[src/hdl/raised_cosine_onset_taper_unit_assert.svh]
// Assertion macros shared by the taper unit RTL.
// Expects clk_i and rst_ni in the including module's scope.
`ifndef RAISED_COSINE_ONSET_TAPER_UNIT_ASSERT_SVH
`define RAISED_COSINE_ONSET_TAPER_UNIT_ASSERT_SVH

`ifndef NO_ASSERTIONS

// Checked only outside reset.
`define RCOT_ASSERT(name, prop) \
  name: assert property (@(posedge clk_i) disable iff (!rst_ni) (prop)) \
    else $error("rcot assertion failed");

// Checked at every edge, reset included.
`define RCOT_ASSERT_RST(name, prop) \
  name: assert property (@(posedge clk_i) (prop)) \
    else $error("rcot reset assertion failed");

`else

`define RCOT_ASSERT(name, prop)
`define RCOT_ASSERT_RST(name, prop)

`endif

`endif

[src/hdl/rcot_pkg.sv]
// Shared types and constants for the raised-cosine onset taper unit.
// No dependencies; used by every module in this folder by scoped name.
package rcot_pkg;

  // Register indexes on the configuration port
  localparam int unsigned CFG_IDX_W = 2;
  typedef enum logic [CFG_IDX_W-1:0] {
    REG_TAPER_SAMPLES = 2'd0,
    REG_LEVEL_OFFSET  = 2'd1
  } cfg_reg_e;

  // Sequencer states
  typedef enum logic [3:0] {
    ST_IDLE,
    ST_PHASE,
    ST_MUL_T,
    ST_MUL_T2,
    ST_HMUL,
    ST_HDIV,
    ST_MUL_S,
    ST_MUL_W,
    ST_SCALE,
    ST_FINISH
  } seq_state_e;

  // Handshake status of a serial arithmetic unit
  typedef struct packed {
    logic busy;
    logic done;
  } unit_sts_t;

  // Fixed-point word of the sine evaluation (Q1.30 / Q2.30 values)
  localparam int unsigned WORD_W    = 32;
  localparam int unsigned Q30_SHIFT = 30;
  localparam int unsigned DIGIT_W   = 4;

  localparam logic [WORD_W-1:0] HALF_PI_Q30 = 32'd1686629713;
  localparam logic [30:0]       Q30_ONE     = 31'h4000_0000;

  // Horner divisors of the sine series, innermost term first
  localparam int unsigned HORNER_TERMS = 5;
  localparam int unsigned HORNER_IDX_W = 3;
  localparam int unsigned HDIV_W       = 7;
  localparam logic [HORNER_IDX_W-1:0] HORNER_LAST = 3'd4;
  localparam logic [HDIV_W-1:0] HORNER_DIV [0:HORNER_TERMS-1] =
    '{7'd110, 7'd72, 7'd42, 7'd20, 7'd6};

endpackage

[src/hdl/raised_cosine_onset_taper_unit.sv]
// Top level of the raised-cosine onset taper: sequencer, config and output stage.
// Uses rcot_pkg, rcot_pdiv, rcot_mul, rcot_cdiv and the assertion macro header.
//
//   channel  direction  handshake                  payload
//   in       sink       in_valid_i / in_stall_o    sample_in_i, block_end_in_i
//   out      source     out_valid_o / out_stall_i  sample_out_o, block_end_out_o
//   cfg      sink       cfg_we_i                   cfg_idx_i, cfg_wdata_i
//
// One transaction at a time. Past the ramp (or with zero length) a sample goes straight
// to the result state. Inside the ramp: phase division, then ten multiplies and five
// constant divides on the digit-serial units, and a final state that loads the result.
// The output register frees the input side: a new transaction is taken while a result
// waits under out_stall_i. Reset clears both registers and the ramp position.
`include "raised_cosine_onset_taper_unit_assert.svh"

module raised_cosine_onset_taper_unit #(
  parameter int unsigned SAMPLE_WIDTH = 32,
  parameter int unsigned COUNT_WIDTH  = 16,
  parameter int unsigned PHASE_BITS   = 10,
  parameter int unsigned WEIGHT_BITS  = 16
) (
  input  logic                                    clk_i,
  input  logic                                    rst_ni,
  input  logic                                    in_valid_i,
  output logic                                    in_stall_o,
  input  logic signed [SAMPLE_WIDTH-1:0]          sample_in_i,
  input  logic                                    block_end_in_i,
  output logic                                    out_valid_o,
  input  logic                                    out_stall_i,
  output logic signed [SAMPLE_WIDTH-1:0]          sample_out_o,
  output logic                                    block_end_out_o,
  input  logic                                    cfg_we_i,
  input  logic [rcot_pkg::CFG_IDX_W-1:0]          cfg_idx_i,
  input  logic [(SAMPLE_WIDTH > COUNT_WIDTH ? SAMPLE_WIDTH : COUNT_WIDTH)-1:0] cfg_wdata_i
);

  localparam int unsigned WordW   = rcot_pkg::WORD_W;
  localparam int unsigned Q30     = rcot_pkg::Q30_SHIFT;
  localparam int unsigned MulAw   = (SAMPLE_WIDTH > WordW) ? SAMPLE_WIDTH : WordW;
  localparam int unsigned MulBw   = WordW;
  localparam int unsigned ProdW   = MulAw + MulBw;
  localparam int unsigned SqW     = 2 * WordW;
  localparam int unsigned WrawW   = WEIGHT_BITS + 4;
  localparam int unsigned WeightW = WEIGHT_BITS + 1;
  localparam logic [SqW-1:0]   WRound = SqW'(1) << (59 - WEIGHT_BITS);
  localparam logic [WrawW-1:0] WMax   = WrawW'(1) << WEIGHT_BITS;

  rcot_pkg::seq_state_e state_q, state_d;

  logic [COUNT_WIDTH-1:0]  n_q, n_d;
  logic [SAMPLE_WIDTH-1:0] off_q, off_d;
  logic [COUNT_WIDTH-1:0]  pos_q, pos_d;

  logic [SAMPLE_WIDTH-1:0] mag_q, mag_d;
  logic                    neg_q, neg_d;
  logic                    end_q, end_d;
  logic [MulAw-1:0]        op_a_q, op_a_d;
  logic [MulBw-1:0]        op_b_q, op_b_d;
  logic [WordW-1:0]        t_q, t_d;
  logic [WordW-1:0]        t2_q, t2_d;
  logic [WordW-1:0]        div_x_q, div_x_d;
  logic [rcot_pkg::HORNER_IDX_W-1:0] hidx_q, hidx_d;
  logic [SAMPLE_WIDTH-1:0] y_q, y_d;
  logic                    mul_go_q, mul_go_d;
  logic                    cdiv_go_q, cdiv_go_d;

  logic                    out_valid_q, out_valid_d;
  logic [SAMPLE_WIDTH-1:0] sample_out_q, sample_out_d;
  logic                    end_out_q, end_out_d;

  logic                    in_accept;
  logic                    out_take;
  logic                    active;
  logic                    cfg_clear;
  logic                    pdiv_go;
  logic                    out_load;
  logic                    in_neg;

  rcot_pkg::unit_sts_t     pdiv_sts, mul_sts, cdiv_sts;
  logic [PHASE_BITS-1:0]   phase;
  logic [ProdW-1:0]        prod;
  logic [WordW-1:0]        quot;
  logic [30:0]             u_next;
  logic [SqW-1:0]          wsum;
  logic [WrawW-1:0]        wraw;
  logic [WeightW-1:0]      weight;
  logic [SAMPLE_WIDTH-1:0] scaled;

  assign in_stall_o = (state_q != rcot_pkg::ST_IDLE);
  assign in_accept  = in_valid_i && !in_stall_o;
  assign out_take   = out_valid_q && !out_stall_i;
  assign active     = (pos_q < n_q);
  assign in_neg     = ($signed(sample_in_i) < $signed(off_q));

  // ---- configuration registers and ramp position
  always_comb begin
    n_d       = n_q;
    off_d     = off_q;
    cfg_clear = 1'b0;
    if (cfg_we_i) begin
      unique case (cfg_idx_i)
        rcot_pkg::REG_TAPER_SAMPLES: begin
          n_d       = cfg_wdata_i[COUNT_WIDTH-1:0];
          cfg_clear = 1'b1;
        end
        rcot_pkg::REG_LEVEL_OFFSET: begin
          off_d     = cfg_wdata_i[SAMPLE_WIDTH-1:0];
          cfg_clear = 1'b1;
        end
        default: ;
      endcase
    end
    priority if (cfg_clear)            pos_d = '0;
    else if (in_accept && active)      pos_d = pos_q + COUNT_WIDTH'(1);
    else                               pos_d = pos_q;
  end

  // ---- weight from sin^2: round, then saturate at one
  always_comb begin
    wsum   = prod[SqW-1:0] + WRound;
    wraw   = wsum[SqW-1:60-WEIGHT_BITS];
    weight = (wraw > WMax) ? WMax[WeightW-1:0] : wraw[WeightW-1:0];
    u_next = rcot_pkg::Q30_ONE - quot[30:0];
    scaled = prod[WEIGHT_BITS +: SAMPLE_WIDTH];
  end

  // ---- sequencer
  always_comb begin
    state_d   = state_q;
    mag_d     = mag_q;
    neg_d     = neg_q;
    end_d     = end_q;
    op_a_d    = op_a_q;
    op_b_d    = op_b_q;
    t_d       = t_q;
    t2_d      = t2_q;
    div_x_d   = div_x_q;
    hidx_d    = hidx_q;
    y_d       = y_q;
    mul_go_d  = 1'b0;
    cdiv_go_d = 1'b0;
    pdiv_go   = 1'b0;
    out_load  = 1'b0;
    unique case (state_q)
      rcot_pkg::ST_IDLE: begin
        if (in_accept) begin
          end_d = block_end_in_i;
          neg_d = in_neg;
          mag_d = in_neg ? (off_q - sample_in_i) : (sample_in_i - off_q);
          if (active) begin
            pdiv_go = 1'b1;
            state_d = rcot_pkg::ST_PHASE;
          end else begin
            y_d     = sample_in_i;
            state_d = rcot_pkg::ST_FINISH;
          end
        end
      end
      rcot_pkg::ST_PHASE: begin
        if (pdiv_sts.done) begin
          op_a_d   = MulAw'(rcot_pkg::HALF_PI_Q30);
          op_b_d   = MulBw'(phase);
          mul_go_d = 1'b1;
          state_d  = rcot_pkg::ST_MUL_T;
        end
      end
      rcot_pkg::ST_MUL_T: begin
        if (mul_sts.done) begin
          t_d      = prod[PHASE_BITS +: WordW];
          op_a_d   = MulAw'(prod[PHASE_BITS +: WordW]);
          op_b_d   = prod[PHASE_BITS +: WordW];
          mul_go_d = 1'b1;
          state_d  = rcot_pkg::ST_MUL_T2;
        end
      end
      rcot_pkg::ST_MUL_T2: begin
        if (mul_sts.done) begin
          t2_d     = prod[Q30 +: WordW];
          op_a_d   = MulAw'(rcot_pkg::Q30_ONE);
          op_b_d   = prod[Q30 +: WordW];
          hidx_d   = '0;
          mul_go_d = 1'b1;
          state_d  = rcot_pkg::ST_HMUL;
        end
      end
      rcot_pkg::ST_HMUL: begin
        if (mul_sts.done) begin
          div_x_d   = prod[Q30 +: WordW];
          cdiv_go_d = 1'b1;
          state_d   = rcot_pkg::ST_HDIV;
        end
      end
      rcot_pkg::ST_HDIV: begin
        if (cdiv_sts.done) begin
          op_a_d   = MulAw'(u_next);
          mul_go_d = 1'b1;
          if (hidx_q == rcot_pkg::HORNER_LAST) begin
            op_b_d  = t_q;
            state_d = rcot_pkg::ST_MUL_S;
          end else begin
            op_b_d  = t2_q;
            hidx_d  = hidx_q + rcot_pkg::HORNER_IDX_W'(1);
            state_d = rcot_pkg::ST_HMUL;
          end
        end
      end
      rcot_pkg::ST_MUL_S: begin
        if (mul_sts.done) begin
          op_a_d   = MulAw'(prod[Q30 +: WordW]);
          op_b_d   = prod[Q30 +: WordW];
          mul_go_d = 1'b1;
          state_d  = rcot_pkg::ST_MUL_W;
        end
      end
      rcot_pkg::ST_MUL_W: begin
        if (mul_sts.done) begin
          op_a_d   = MulAw'(mag_q);
          op_b_d   = MulBw'(weight);
          mul_go_d = 1'b1;
          state_d  = rcot_pkg::ST_SCALE;
        end
      end
      rcot_pkg::ST_SCALE: begin
        if (mul_sts.done) begin
          // magnitude truncated, so the step toward the offset rounds toward it
          y_d     = neg_q ? (off_q - scaled) : (off_q + scaled);
          state_d = rcot_pkg::ST_FINISH;
        end
      end
      rcot_pkg::ST_FINISH: begin
        if (!out_valid_q || !out_stall_i) begin
          out_load = 1'b1;
          state_d  = rcot_pkg::ST_IDLE;
        end
      end
      default: state_d = rcot_pkg::ST_IDLE;
    endcase
  end

  // ---- output register
  always_comb begin
    out_valid_d  = out_valid_q;
    sample_out_d = sample_out_q;
    end_out_d    = end_out_q;
    priority if (out_load) begin
      out_valid_d  = 1'b1;
      sample_out_d = y_q;
      end_out_d    = end_q;
    end else if (out_take) begin
      out_valid_d = 1'b0;
    end
  end

  always_ff @(posedge clk_i or negedge rst_ni) begin
    if (!rst_ni) begin
      state_q     <= rcot_pkg::ST_IDLE;
      n_q         <= '0;
      off_q       <= '0;
      pos_q       <= '0;
      mul_go_q    <= 1'b0;
      cdiv_go_q   <= 1'b0;
      out_valid_q <= 1'b0;
    end else begin
      state_q     <= state_d;
      n_q         <= n_d;
      off_q       <= off_d;
      pos_q       <= pos_d;
      mul_go_q    <= mul_go_d;
      cdiv_go_q   <= cdiv_go_d;
      out_valid_q <= out_valid_d;
    end
  end

  always_ff @(posedge clk_i) begin
    mag_q        <= mag_d;
    neg_q        <= neg_d;
    end_q        <= end_d;
    op_a_q       <= op_a_d;
    op_b_q       <= op_b_d;
    t_q          <= t_d;
    t2_q         <= t2_d;
    div_x_q      <= div_x_d;
    hidx_q       <= hidx_d;
    y_q          <= y_d;
    sample_out_q <= sample_out_d;
    end_out_q    <= end_out_d;
  end

  assign out_valid_o     = out_valid_q;
  assign sample_out_o    = sample_out_q;
  assign block_end_out_o = end_out_q;

  // ---- serial arithmetic units
  rcot_pdiv #(
    .COUNT_WIDTH (COUNT_WIDTH),
    .PHASE_BITS  (PHASE_BITS)
  ) u_pdiv (
    .clk_i   (clk_i),
    .rst_ni  (rst_ni),
    .start_i (pdiv_go),
    .k_i     (pos_q),
    .n_i     (n_q),
    .sts_o   (pdiv_sts),
    .phase_o (phase)
  );

  rcot_mul #(
    .AW (MulAw),
    .BW (MulBw)
  ) u_mul (
    .clk_i   (clk_i),
    .rst_ni  (rst_ni),
    .start_i (mul_go_q),
    .a_i     (op_a_q),
    .b_i     (op_b_q),
    .sts_o   (mul_sts),
    .prod_o  (prod)
  );

  rcot_cdiv u_cdiv (
    .clk_i   (clk_i),
    .rst_ni  (rst_ni),
    .start_i (cdiv_go_q),
    .x_i     (div_x_q),
    .div_i   (rcot_pkg::HORNER_DIV[hidx_q]),
    .sts_o   (cdiv_sts),
    .quot_o  (quot)
  );

  // ---- assertions
  `RCOT_ASSERT(pos_in_range_a, pos_q <= n_q)
  `RCOT_ASSERT(units_exclusive_a, !(mul_sts.busy && cdiv_sts.busy))
  `RCOT_ASSERT(bypass_to_finish_a, (in_accept && !active) |=> (state_q == rcot_pkg::ST_FINISH))
  `RCOT_ASSERT(weight_bounded_a, (state_q == rcot_pkg::ST_SCALE) |-> (op_b_q <= MulBw'(WMax)))
  `RCOT_ASSERT_RST(quiet_out_of_reset_a, $rose(rst_ni) |-> (!out_valid_q && !mul_sts.busy))

endmodule

[src/hdl/rcot_pdiv.sv]
// Bit-serial restoring divider for the ramp phase floor(k * 2^PHASE_BITS / n).
// Requires k < n. Depends on rcot_pkg.
module rcot_pdiv #(
  parameter int unsigned COUNT_WIDTH = 16,
  parameter int unsigned PHASE_BITS  = 10
) (
  input  logic                    clk_i,
  input  logic                    rst_ni,
  input  logic                    start_i,
  input  logic [COUNT_WIDTH-1:0]  k_i,
  input  logic [COUNT_WIDTH-1:0]  n_i,
  output rcot_pkg::unit_sts_t     sts_o,
  output logic [PHASE_BITS-1:0]   phase_o
);

  localparam int unsigned CntW = $clog2(PHASE_BITS + 1);

  logic [COUNT_WIDTH-1:0] rem_q, rem_d;
  logic [COUNT_WIDTH-1:0] n_q, n_d;
  logic [PHASE_BITS-1:0]  quo_q, quo_d;
  logic [CntW-1:0]        cnt_q, cnt_d;
  logic                   busy_q, busy_d;
  logic                   done_q, done_d;

  logic [COUNT_WIDTH:0]   rem2;
  logic                   fits;

  always_comb begin
    rem2   = {rem_q, 1'b0};
    fits   = (rem2 >= {1'b0, n_q});
    rem_d  = rem_q;
    n_d    = n_q;
    quo_d  = quo_q;
    cnt_d  = cnt_q;
    busy_d = busy_q;
    done_d = 1'b0;
    if (start_i) begin
      rem_d  = k_i;
      n_d    = n_i;
      cnt_d  = CntW'(PHASE_BITS);
      busy_d = 1'b1;
    end else if (busy_q) begin
      rem_d = fits ? COUNT_WIDTH'(rem2 - {1'b0, n_q}) : rem2[COUNT_WIDTH-1:0];
      quo_d = {quo_q[PHASE_BITS-2:0], fits};
      cnt_d = cnt_q - CntW'(1);
      if (cnt_q == CntW'(1)) begin
        busy_d = 1'b0;
        done_d = 1'b1;
      end
    end
  end

  always_ff @(posedge clk_i or negedge rst_ni) begin
    if (!rst_ni) begin
      cnt_q  <= '0;
      busy_q <= 1'b0;
      done_q <= 1'b0;
    end else begin
      cnt_q  <= cnt_d;
      busy_q <= busy_d;
      done_q <= done_d;
    end
  end

  always_ff @(posedge clk_i) begin
    rem_q <= rem_d;
    n_q   <= n_d;
    quo_q <= quo_d;
  end

  assign sts_o   = '{busy: busy_q, done: done_q};
  assign phase_o = quo_q;

endmodule

[src/hdl/rcot_mul.sv]
// Digit-serial unsigned multiplier, one multiplier digit per cycle.
// Product shifts in from the top; depends on rcot_pkg for the digit width.
module rcot_mul #(
  parameter int unsigned AW = 32,
  parameter int unsigned BW = 32
) (
  input  logic                 clk_i,
  input  logic                 rst_ni,
  input  logic                 start_i,
  input  logic [AW-1:0]        a_i,
  input  logic [BW-1:0]        b_i,
  output rcot_pkg::unit_sts_t  sts_o,
  output logic [AW+BW-1:0]     prod_o
);

  localparam int unsigned DigitW = rcot_pkg::DIGIT_W;
  localparam int unsigned Digits = BW / DigitW;
  localparam int unsigned CntW   = $clog2(Digits + 1);
  localparam int unsigned PW     = AW + BW;
  localparam int unsigned SumW   = AW + DigitW;

  logic [AW-1:0]   a_q, a_d;
  logic [PW-1:0]   p_q, p_d;
  logic [CntW-1:0] cnt_q, cnt_d;
  logic            busy_q, busy_d;
  logic            done_q, done_d;

  logic [DigitW-1:0] digit;
  logic [SumW-1:0]   part;
  logic [SumW-1:0]   sum;

  always_comb begin
    digit  = p_q[DigitW-1:0];
    part   = {{DigitW{1'b0}}, a_q} * {{AW{1'b0}}, digit};
    sum    = {{DigitW{1'b0}}, p_q[PW-1:BW]} + part;
    a_d    = a_q;
    p_d    = p_q;
    cnt_d  = cnt_q;
    busy_d = busy_q;
    done_d = 1'b0;
    if (start_i) begin
      a_d    = a_i;
      p_d    = {{AW{1'b0}}, b_i};
      cnt_d  = CntW'(Digits);
      busy_d = 1'b1;
    end else if (busy_q) begin
      // add the digit's partial product, retire one digit of the multiplier
      p_d   = {sum, p_q[BW-1:DigitW]};
      cnt_d = cnt_q - CntW'(1);
      if (cnt_q == CntW'(1)) begin
        busy_d = 1'b0;
        done_d = 1'b1;
      end
    end
  end

  always_ff @(posedge clk_i or negedge rst_ni) begin
    if (!rst_ni) begin
      cnt_q  <= '0;
      busy_q <= 1'b0;
      done_q <= 1'b0;
    end else begin
      cnt_q  <= cnt_d;
      busy_q <= busy_d;
      done_q <= done_d;
    end
  end

  always_ff @(posedge clk_i) begin
    a_q <= a_d;
    p_q <= p_d;
  end

  assign sts_o  = '{busy: busy_q, done: done_q};
  assign prod_o = p_q;

endmodule

[src/hdl/rcot_cdiv.sv]
// Serial divider by a small constant of the sine series, one digit per cycle.
// Dividend and quotient share one shift register; depends on rcot_pkg.
module rcot_cdiv (
  input  logic                              clk_i,
  input  logic                              rst_ni,
  input  logic                              start_i,
  input  logic [rcot_pkg::WORD_W-1:0]       x_i,
  input  logic [rcot_pkg::HDIV_W-1:0]       div_i,
  output rcot_pkg::unit_sts_t               sts_o,
  output logic [rcot_pkg::WORD_W-1:0]       quot_o
);

  localparam int unsigned WordW  = rcot_pkg::WORD_W;
  localparam int unsigned DigitW = rcot_pkg::DIGIT_W;
  localparam int unsigned RemW   = rcot_pkg::HDIV_W;
  localparam int unsigned Steps  = WordW / DigitW;
  localparam int unsigned CntW   = $clog2(Steps + 1);

  logic [WordW-1:0]  x_q, x_d;
  logic [RemW-1:0]   rem_q, rem_d;
  logic [RemW-1:0]   div_q, div_d;
  logic [CntW-1:0]   cnt_q, cnt_d;
  logic              busy_q, busy_d;
  logic              done_q, done_d;

  logic [DigitW-1:0] qdig;

  always_comb begin
    logic [RemW-1:0] r;
    logic [RemW:0]   r2;
    r      = rem_q;
    r2     = '0;
    qdig   = '0;
    // one restoring step per dividend bit, a digit's worth chained
    for (int j = 0; j < DigitW; j++) begin
      r2 = {r, x_q[WordW-1-j]};
      qdig[DigitW-1-j] = (r2 >= {1'b0, div_q});
      r = qdig[DigitW-1-j] ? RemW'(r2 - {1'b0, div_q}) : r2[RemW-1:0];
    end
    x_d    = x_q;
    rem_d  = rem_q;
    div_d  = div_q;
    cnt_d  = cnt_q;
    busy_d = busy_q;
    done_d = 1'b0;
    if (start_i) begin
      x_d    = x_i;
      rem_d  = '0;
      div_d  = div_i;
      cnt_d  = CntW'(Steps);
      busy_d = 1'b1;
    end else if (busy_q) begin
      x_d   = {x_q[WordW-DigitW-1:0], qdig};
      rem_d = r;
      cnt_d = cnt_q - CntW'(1);
      if (cnt_q == CntW'(1)) begin
        busy_d = 1'b0;
        done_d = 1'b1;
      end
    end
  end

  always_ff @(posedge clk_i or negedge rst_ni) begin
    if (!rst_ni) begin
      cnt_q  <= '0;
      busy_q <= 1'b0;
      done_q <= 1'b0;
    end else begin
      cnt_q  <= cnt_d;
      busy_q <= busy_d;
      done_q <= done_d;
    end
  end

  always_ff @(posedge clk_i) begin
    x_q   <= x_d;
    rem_q <= rem_d;
    div_q <= div_d;
  end

  assign sts_o  = '{busy: busy_q, done: done_q};
  assign quot_o = x_q;

endmodule
[config.mk]
export PLATFORM = sky130hd
export DESIGN_NAME = raised_cosine_onset_taper_unit
export DESIGN_NICKNAME = d
export VERILOG_FILES = /design/src/hdl/rcot_pkg.sv /design/src/hdl/raised_cosine_onset_taper_unit.sv /design/src/hdl/rcot_pdiv.sv /design/src/hdl/rcot_mul.sv /design/src/hdl/rcot_cdiv.sv
export VERILOG_INCLUDE_DIRS = /design/src /design/src/hdl
export SDC_FILE = /design/constraint.sdc
export NUM_CORES = 1
export LEC_CHECK = 0
export BUFFER_PORTS_ARGS = -buffer_cell sky130_fd_sc_hd__buf_2
export CAP_MARGIN = 20
export CORE_MARGIN = 4
export CORE_UTILIZATION = 51
export DETAILED_ROUTE_END_ITERATION = 10
export PLACE_DENSITY = 0.72
export SKIP_LAST_GASP = 1
export SYNTH_ARGS = -nofsm -noshare
export SYNTH_HDL_FRONTEND = slang
export SYNTH_SLANG_ARGS = --single-unit
[constraint.sdc]
create_clock -name clk_i -period 8.5 [get_ports clk_i]
set_clock_uncertainty 0.05 [all_clocks]
set_input_delay 0.425 -clock clk_i [delete_from_list [all_inputs] [get_ports clk_i]]
set_output_delay 0.425 -clock clk_i [all_outputs]
set_load 0.02 [all_outputs]
Yosys cells after proc, flatten, opt, wreduce, memory -nomap -nowiden:

Memory sizes are Yosys's and may differ from the RTL's. A register that Yosys moved wholly into a read port is not among the register bits.
Index checks and enable logic that the tools add are counted.

* flip-flop bits (word level): 528
* memory bits (read-only): 56
* input port bits: 72
* memories kept: 1

* add/sub/neg operators: 17
* multiply operators: 1
* $lt $le $gt $ge: 8
* equal/unequal tests: 27
* multiplexer cells: 87
* bitwise gates (word level): 2
* reductions and logical operators: 34

Memory list
* (name not given): words 8, width 7, rd ports 1, clocked after memory_dff 1, wr ports 0, line raised_cosine_onset_taper_unit.sv:325 `.div_i (rcot_pkg::HORNER_DIV[hidx_q]),`

Operators by type and width (number)
* 32-bit two-way mux: 19
* 32-bit one-hot mux with 6 select lines: 1
* 32-bit one-hot mux with 5 select lines: 1
* 32-bit subtractor: 3
* 16-bit two-way mux: 5
* 4-bit two-way mux: 17
* 64-bit by 44-bit adder with 64-bit output, second input constant: 1
* 32-bit one-hot mux with 2 select lines: 1
* 4-bit one-hot mux with 10 select lines: 1
* 32-bit by 36-bit adder with 36-bit output: 1
* 32-bit by 4-bit multiplier with 36-bit output: 1
* 32-bit adder: 1
* 8-bit by 7-bit >= comparator with 1-bit output: 4
* 32-bit less-than comparator: 1
* 1-bit two-way mux: 31
* 31-bit subtractor, first input constant: 1
* 7-bit two-way mux: 4
* 7-bit subtractor: 4
* 20-bit by 17-bit greater-than comparator with 1-bit output, second input constant: 1
* 2-bit by 1-bit != test with 1-bit output, second input constant: 9
* 17-bit by 16-bit >= comparator with 1-bit output: 1
* 17-bit two-way mux: 1
* 16-bit by 1-bit adder with 16-bit output, second input constant: 1
* 4-bit by 1-bit equality test with 1-bit output, second input constant: 4
* 32 further kinds: 62

Logic depth before layout (Yosys ltp):

Gate-level depths: netlist of the first run.

* depth in word-level cells: 9
* depth in mapped cells: 39

Hierarchy:

A second synthesis of the first run with hierarchy kept.

* cell total of the unflattened synthesis: 3440
* area, all modules: 35410.2 sq um

Modules (own cells, without submodules)
* raised_cosine_onset_taper_unit: instances 1, cells each 1971, area an instance 20070.5 sq um, sequential area each 9644.2 sq um
* rcot_mul: instances 1, cells each 877, area an instance 8804.7 sq um, sequential area each 2712.6 sq um
* rcot_cdiv: instances 1, cells each 343, area an instance 3754.9 sq um, sequential area each 1461.4 sq um
* rcot_pdiv: instances 1, cells each 249, area an instance 2780.2 sq um, sequential area each 1411.4 sq um

Worst setup path after synthesis of the first run:

Ideal clock, no wire load.

* path type: reg2reg
* start point: reg u_cdiv.div_q[2]
* end point: reg u_cdiv.rem_q[3]
* data arrival time: 7.534 ns
* setup slack: 0.770 ns
* cell stages (with the launch flop): 39
* path buffers: 1
* period minus slack after synthesis: 7.730 ns
* cells stage by stage: edfxtp_1 inv_1 ha_1 nor2b_1 o21a_1 o21a_4 o221a_4 nor2_1 mux2_2 inv_1 ha_1 nor2b_1 o21ai_0 nand2b_1 a31o_2 o21ai_0 and3_4 buf_6 [... 3 more ...] ha_1 nor2b_1 o21ai_0 a21boi_0 o21ai_0 o311ai_0 a21oi_1 o211ai_4 a21oi_1 ha_1 a21o_1 a21o_1 a21o_1 a21oi_1 o21ai_0 a211oi_4 or4b_2 o311ai_0

* cells in the longest elaborated chain, start to end: 8
* elaborated cells on any way between the ends: 12

RTL lines
* start, declared: line rcot_cdiv.sv:21 `logic [RemW-1:0] div_q, div_d;`
* 7-bit subtractor or 8-bit by 7-bit >= comparator with 1-bit output (tied branches): line rcot_cdiv.sv:38, rcot_cdiv.sv:37
* 7-bit two-way mux: line rcot_cdiv.sv:38 `r = qdig[DigitW-1-j] ? RemW'(r2 - {1'b0, div_q}) : r2[RemW-1:0];`
* 7-bit subtractor or 8-bit by 7-bit >= comparator with 1-bit output (tied branches): line rcot_cdiv.sv:38, rcot_cdiv.sv:37
* 7-bit two-way mux: line rcot_cdiv.sv:38
* 8-bit by 7-bit >= comparator with 1-bit output or 7-bit subtractor (tied branches): line rcot_cdiv.sv:37, rcot_cdiv.sv:38
* 7-bit two-way mux: line rcot_cdiv.sv:38
* 7-bit subtractor or 8-bit by 7-bit >= comparator with 1-bit output (tied branches): line rcot_cdiv.sv:38, rcot_cdiv.sv:37
* 7-bit two-way mux (*): line rcot_cdiv.sv:38
* end signal, assigned: line rcot_cdiv.sv:77 `rem_q <= rem_d;`
* end, declared: line rcot_cdiv.sv:20 `logic [RemW-1:0] rem_q, rem_d;`

Mark *: on every way between the ends. The rest lies on a longest branch, timed or not.
A chain may end at the register's enable or synchronous reset.

Worst setup path in the final report of the first run:

* start point: reg u_cdiv.div_q[2]
* end point: reg u_cdiv.rem_q[4]

The elaborated chain is that of the path after synthesis.

==> flow_summary.json, run 1 <==
{
  "status": "complete, no violations",
  "place.gp.congestion": 0.882,
  "ios": 107,
  "cp-end-kind": "flip-flop",
  "clk-insertion-delay-late_ps": 630,
  "cts.sinks": 534,
  "postSynth.asyncResetShare": 0.167,
  "post_cts_buffers": 0,
  "cp-start-kind": "flip-flop",
  "synth_ff_type": "edfxtp_1",
  "core_area_um2": 64700,
  "htreeDepth": 2,
  "start_util": 0.517,
  "syn_area_um2": 33400,
  "grt_pass1_vias": 24100,
  "reg2regPathDepth": 38,
  "cts_buffer_depth": 3,
  "dp_cells": 4043,
  "vias_per_cell": 5.92,
  "p_leak_nw": 15.6,
  "min_from": "cfg_wdata_i[0]",
  "die_w_um": 264,
  "avgSynthCellArea_um2": 10.5,
  "max-cap-violations": 0,
  "portBuffers": 106,
  "clkTransAtPathRegs_ps": 60,
  "grt_max_degree": 66,
  "grt_overflow": 0,
  "crit_fanout": 7,
  "worstHoldPathType": "primary input to flip-flop",
  "stdcell_count": 4188,
  "synth_warnings": 0,
  "cts_buffers": 57,
  "whs_endpoint": "n_q[0]$_DFFE_PN0P_",
  "r2r_start": "u_cdiv.div_q[2]$_SDFFCE_PP1P_",
  "grt_usage": 0.249,
  "period_minus_slack_ps": 7900,
  "antenna_found_initial": 7,
  "wl_per_cell_um": 21.2,
  "crit_family": "compound AO/OA/AOI/OAI gates",
  "ys_seq_area_frac": 0.454,
  "cpMostUsedCell": "o21ai_0",
  "drt-pass1-iter-count": 9,
  "synth_edf_count": 406,
  "wirelength_mm": 89.0,
  "grt_pass1_wl_mm": 139,
  "syn_inst": 3172,
  "drv_slew": 0,
  "hold_depth": 2,
  "r2r_end": "u_cdiv.rem_q[4]$_SDFFE_PP0P_",
  "hold_viol_final": 0,
  "synth.distinct_cells": 78,
  "drtAntennaViolNets": 0,
  "crit_arrival_ps": 8310,
  "cpMaxStageDelayCell": "edfxtp_1",
  "max_freq_mhz": 127,
  "cp.buffers_inverters": 4,
  "drt_iter0_drc": 2698,
  "rrSetupSlack_ps": 600,
  "cts_tree": "built",
  "rows": 93,
  "hpwl_mm": 62.9,
  "synth-seq-cells": 534,
  "worstMarginPinSlew_ps": 1070,
  "tns_ps": 0,
  "syn_nets": 3551,
  "p_per_area_nw_per_um2": 173,
  "rsz0062_at_grt": "false",
  "fin_crit_sh": 0.929,
  "num_vias": 24800,
  "fp.dieH_um": 264,
  "path_class": "flip-flop to flip-flop",
  "nets": 3662,
  "vdd_drop_max_uv": 154,
  "die_area_um2": 69700,
  "critPathRequiredTime_ps": 8910,
  "drc": 0,
  "relSlewSlack": 0.285,
  "area_delta_synth_final_pct": 11.7,
  "cts_root_buffer": "clkbuf_16",
  "setup_viol_count_final": 0,
  "cp_slowest_stage_delay_ps": 450,
  "drive_above_1_share": 0.118
}
==> layout by cell type (no fill, tap or decap), types with 99 or more instances in the layout <==
master | synthesis | final
a21oi_1 | 213 | 212
buf_2 | 1 | 105
edfxtp_1 | 406 | 406
fa_1 | 99 | 99
ha_1 | 208 | 208
inv_1 | 239 | 239
nand2_1 | 327 | 325
nor2_1 | 200 | 195
o21ai_0 | 163 | 163
xnor2_1 | 129 | 129
==> how the worst max path moves through the flow <==
| stage | to | cells after the start | slack [ps] | startpoint |
|---|---|---|---|---|
| after floorplan | u_cdiv.rem_q[3]$_SDFFE_PP0P_ | 38 | 770 | u_cdiv.div_q[2]$_SDFFCE_PP1P_ |
| after global placement | u_cdiv.rem_q[5]$_SDFFE_PP0P_ | 36 | 730 | u_cdiv.div_q[2]$_SDFFCE_PP1P_ |
| after detailed placement | u_cdiv.rem_q[4]$_SDFFE_PP0P_ | 36 | 660 | u_cdiv.div_q[2]$_SDFFCE_PP1P_ |
| after CTS | u_cdiv.rem_q[4]$_SDFFE_PP0P_ | 36 | 610 | u_cdiv.div_q[2]$_SDFFCE_PP1P_ |
| after global routing | u_cdiv.rem_q[4]$_SDFFE_PP0P_ | 38 | 8 | u_cdiv.div_q[2]$_SDFFCE_PP1P_ |
| final | u_cdiv.rem_q[4]$_SDFFE_PP0P_ | 38 | 600 | u_cdiv.div_q[2]$_SDFFCE_PP1P_ |
==> worst reg2reg max path: cells and delay by family (launching register included) <==
family	cells	cell delay, ps
flip-flops	1	450
adder cells (fa/ha/maj)	4	1110
buffers and inverters	4	440
multiplexers	2	590
AO/OA/AOI/OAI	21	4220
AND/OR/NAND/NOR	7	880
==> routing by layer <==
metal / share of wire / GRT usage
met5: 0.00038 / 0
met4: 0.036 / 0.0785
met3: 0.087 / 0.0495
met2: 0.45 / 0.394
met1: 0.42 / 0.348
==> state kept, by name, summed over array words and instances, names as in the netlist, 6 cells and up <==
| register | cells |
|---|---|
| op_a_q | 32 |
| u_cdiv.rem_q | 7 |
| mag_q | 32 |
| pos_q | 16 |
| y_q | 32 |
| div_x_q | 32 |
| u_pdiv.n_q | 16 |
| t2_q | 32 |
| u_cdiv.div_q | 6 |
| t_q | 32 |
| op_b_q | 32 |
| u_pdiv.phase_o | 10 |
| u_cdiv.quot_o | 32 |
| sample_out_o | 32 |
| u_mul.a_q | 32 |
| off_q | 32 |
| u_mul.prod_o | 64 |
| n_q | 16 |
| u_pdiv.rem_q | 16 |
==> power breakdown <==
group / total [mW] / switching [mW] / internal, mW
sequential: 2.90 / 0.0483 / 2.86
clock: 2.63 / 1.07 / 1.56
combinational: 0.917 / 0.523 / 0.395
total: 6.45 / 1.64 / 4.81
==> cell usage after synthesis, types with 7 or more instances <==
master     count  area share
inv_1        239       0.027
nand2b_1      30      0.0056
nor2b_1       22      0.0041
a21boi_0       8      0.0018
a31oi_1       16      0.0030
xor2_1        81       0.021
nand4_1       30      0.0056
a222oi_1      14      0.0042
or2_2          8      0.0015
nand3b_1       8      0.0018
buf_1         13      0.0015
or4_1         10      0.0022
a31o_2         7      0.0018
mux2_2        95       0.032
and2_1        60       0.011
edfxtp_1     406        0.36
mux2i_1       56       0.017
and3_1        20      0.0037
dfrtp_1       89       0.067
or3_1         17      0.0032
ha_1         208       0.078
a221o_1       17      0.0051
o221ai_1       9      0.0024
fa_1          99       0.059
o21ai_0      163       0.024
o2111ai_1     11      0.0029
o22ai_1        8      0.0015
a21o_1        81       0.018
nor4_1        16      0.0030
a211oi_1      19      0.0043
a21oi_1      213       0.032
o21bai_1      17      0.0038
o31ai_1        8      0.0018
nand2_1      327       0.037
a221oi_1      19      0.0050
dfxtp_1       39       0.023
o211ai_1      20      0.0045
nor2_1       200       0.022
nor3_1        38      0.0057
clkbuf_1     137       0.015
nand3_1       48      0.0072
xnor2_1      129       0.034
a22oi_1       17      0.0038
o21a_1        24      0.0054
==> cell type report <==
class                      count  area, um^2
fill                        5446       27300
multi-input combinational   2246       16800
sequential                   534       15200
clock buffer                  73        1540
timing repair buffer         204        1390
tap                          855        1070
inverter                     240         901
clock inverter                35         445
antenna                        1        2.50
==> metrics by stage <==
step                 util  power (mW)  hold WS [ps]  setup WS [ps]  area [um^2]
floorplan               -        3.63          79.4            770        33400
global placement    0.541        3.83           309            733        35000
detailed placement  0.541        3.84           311            665        35000
CTS                 0.576        6.48          4.82            606        37300
global route        0.577        6.72          21.5           7.90        37400
finish              0.577        6.45          42.3            603        37400
==> logic make-up (layout without fill, tap and decap cells) <==
group	Yosys count	after routing	synth area share
xor gates and xnor gates	210	210	0.0550
other	0	1	0
muxes	151	151	0.0487
buffers and inverters	392	552	0.0443
adders and majority gates	307	307	0.137
AOI/OAI and AO/OA	722	722	0.141
DFF	534	534	0.454
and+or+nand+nor	856	856	0.120
==> what timing repair did <==
action	CTS	global route
endpoints found under the hold margin	62	0
resized for setup	0	0
setup endpoints to repair	0	0
hold buffers	32	0
(Power assumes the default switching activity.)
==> inputs of run 2 (changes only) <==
--- a/config.mk
+++ b/config.mk
@@ -6,8 +6,8 @@
 export SDC_FILE = /design/constraint.sdc
 export NUM_CORES = 1
 export LEC_CHECK = 0
-export BUFFER_PORTS_ARGS = -buffer_cell sky130_fd_sc_hd__buf_2
-export CAP_MARGIN = 20
+export BUFFER_PORTS_ARGS = -buffer_cell sky130_fd_sc_hd__clkbuf_2
+export CAP_MARGIN = 5
 export CORE_MARGIN = 4
 export CORE_UTILIZATION = 51
 export DETAILED_ROUTE_END_ITERATION = 10
==> flow_summary.json, run 2 (synthesized netlist as in run 1, its figures left out) <==
{
  "grt_usage": 0.248,
  "rrSetupSlack_ps": 600,
  "drv_slew": 0,
  "core_area_um2": 64700,
  "status": "complete, no violations",
  "final_common_cell": "edfxtp_1",
  "ios": 107,
  "path_class": "flip-flop to flip-flop",
  "period_minus_slack_ps": 7900,
  "p_int_mw": 4.58,
  "cts.sinks": 534,
  "seq_area_um2": 15200,
  "htreeDepth": 2,
  "reg2regPathDepth": 36,
  "grtUsageMet1": 0.343,
  "clkPwrFrac": 0.389,
  "multi_input_area_um2": 16800,
  "cts_resized": 0,
  "cpMaxStageDelayCell": "edfxtp_1",
  "drc": 0,
  "wl_per_cell_um": 21.3,
  "cts_root_buffer": "clkbuf_16",
  "p_leak_nw": 15.5,
  "clkTransAtPathRegs_ps": 60,
  "start_util": 0.517,
  "r2r_start": "u_cdiv.div_q[2]$_SDFFCE_PP1P_",
  "grt_pass1_vias": 24000,
  "vdd_drop_max_uv": 177,
  "whs_endpoint": "n_q[1]$_DFFE_PN0P_",
  "worstMarginPinSlew_ps": 1200,
  "wirelength_mm": 88.8,
  "use_met2": 0.393,
  "top_usage_layer": "met2",
  "setup_viol_count_final": 0,
  "cts_tree": "built",
  "drt_iter0_drc": 2577,
  "nets": 3652,
  "p_sw_mw": 1.66,
  "die_area_um2": 69700,
  "die_w_um": 264,
  "max-cap-violations": 0,
  "area_delta_synth_final_pct": 10.8,
  "min_from": "cfg_wdata_i[1]",
  "grt_max_degree": 66,
  "cp_slowest_stage_delay_ps": 450,
  "drtAntennaViolNets": 0,
  "max_freq_mhz": 127,
  "seqPwrFrac": 0.465,
  "fp.dieH_um": 264,
  "tns_ps": 0,
  "crit_arrival_ps": 8290,
  "power_switching_share": 0.266,
  "cp-start-kind": "flip-flop",
  "cpMostUsedCell": "o21ai_0",
  "p_per_area_nw_per_um2": 169,
  "hold_viol_final": 0,
  "hpwl_mm": 62.8,
  "cp-end-kind": "flip-flop",
  "drt-pass1-iter-count": 10,
  "portBuffers": 106,
  "clk-insertion-delay-late_ps": 620,
  "totalPowerFinal_mw": 6.25,
  "fin_crit_sh": 0.929,
  "rsz0062_at_grt": "false",
  "hold_depth": 3,
  "fin_ws_ps": 604,
  "critPathRequiredTime_ps": 8890,
  "crit_fanout": 8,
  "met3_usage": 0.0503,
  "fill_cells": 5497,
  "largest_reg_flops": 64,
  "grt_pass1_wl_mm": 138,
  "cts_buffers": 56,
  "final_cell_mix": "edfxtp_1, nand2_1, inv_1",
  "r2r_end": "u_cdiv.rem_q[2]$_SDFFE_PP0P_",
  "drive_above_1_share": 0.119,
  "place.gp.congestion": 0.896,
  "stdcell_count": 4173,
  "rows": 93,
  "dp_slack_ps": 599,
  "grt_overflow": 0,
  "dp_cells": 4042,
  "combPwrFrac": 0.146,
  "num_vias": 24900,
  "relSlewSlack": 0.198,
  "vias_per_cell": 5.96,
  "cts_buffer_depth": 3,
  "worstHoldPathType": "primary input to flip-flop",
  "antenna_found_initial": 5
}
## run 2: cell count changes in the layout (fill, tap and decap cells not counted), moves of 2 or more
cell / change
clkinv_4: +6
inv_6: +6
clkinv_1: -6
clkinv_8: -2
clkbuf_1: -5
dlygate4sd3_1: -6
clkinv_2: +6
clkbuf_8: -3
bufinv_16: -6
buf_2: -105
clkbuf_2: +105
## run 2: worst max path at each step
| stage | endpoint | slack (ps) | from |
|---|---|---|---|
| floorplan | u_cdiv.rem_q[3]$_SDFFE_PP0P_ | 770 | u_cdiv.div_q[2]$_SDFFCE_PP1P_ |
| global placement | u_cdiv.rem_q[2]$_SDFFE_PP0P_ | 650 | u_cdiv.div_q[2]$_SDFFCE_PP1P_ |
| detailed placement | u_cdiv.rem_q[2]$_SDFFE_PP0P_ | 600 | u_cdiv.div_q[2]$_SDFFCE_PP1P_ |
| CTS | u_cdiv.rem_q[2]$_SDFFE_PP0P_ | 550 | u_cdiv.div_q[2]$_SDFFCE_PP1P_ |
| global route | u_cdiv.rem_q[2]$_SDFFE_PP0P_ | 50 | u_cdiv.div_q[2]$_SDFFCE_PP1P_ |
| finish | u_cdiv.rem_q[2]$_SDFFE_PP0P_ | 600 | u_cdiv.div_q[2]$_SDFFCE_PP1P_ |
## run 2: final cells by class
type / count / share of cell area
antenna: 1 / 0.0000676
clock inverter: 38 / 0.00912
sequential: 534 / 0.410
multi-input combinational: 2246 / 0.454
clock buffer: 64 / 0.0392
tap: 855 / 0.0289
timing repair buffer: 195 / 0.0342
inverter: 240 / 0.0243
## run 2: per-stage QoR
stage,instance area (um^2),util,hold WS (ps)
after detailed placement,35000,0.541,302
after global placement,35000,0.541,306
after floorplan,33400,-,79.4
after CTS,37000,0.572,8.12
after global routing,37000,0.573,29.6
final,37000,0.573,32.3
## run 2: power groups by stage
stage | combinational, mW | clock, mW | sequential, mW
finish | 0.911 | 2.43 | 2.90
global route | 1.02 | 2.57 | 2.91
CTS | 0.900 | 2.47 | 2.90
detailed placement | 0.883 | 0 | 2.96
global placement | 0.877 | 0 | 2.96
floorplan | 0.690 | 0 | 2.94
## run 2: timing repair
item | CTS | global route
endpoints found under the setup margin | 0 | 4
hold buffers | 26 | 0
endpoints found under the hold margin | 53 | 0
buffers inserted | 0 | 2
## run 2: metal layers
metal,vias to the layer above,share of wire,wire (um)
met5,-,0.00043,38
met4,6,0.039,3470
met3,202,0.088,7850
met2,1042,0.45,40200
met1,12100,0.42,37200
li1,11500,-,-
## run 2: critical path, delay by kind of cell (launching register included)
family          cells  cell delay, ps
compound gates     20            3910
fa+ha+maj           4            1070
buf+inv             4             560
flops               1             450
mux                 3             940
simple gates        5             730
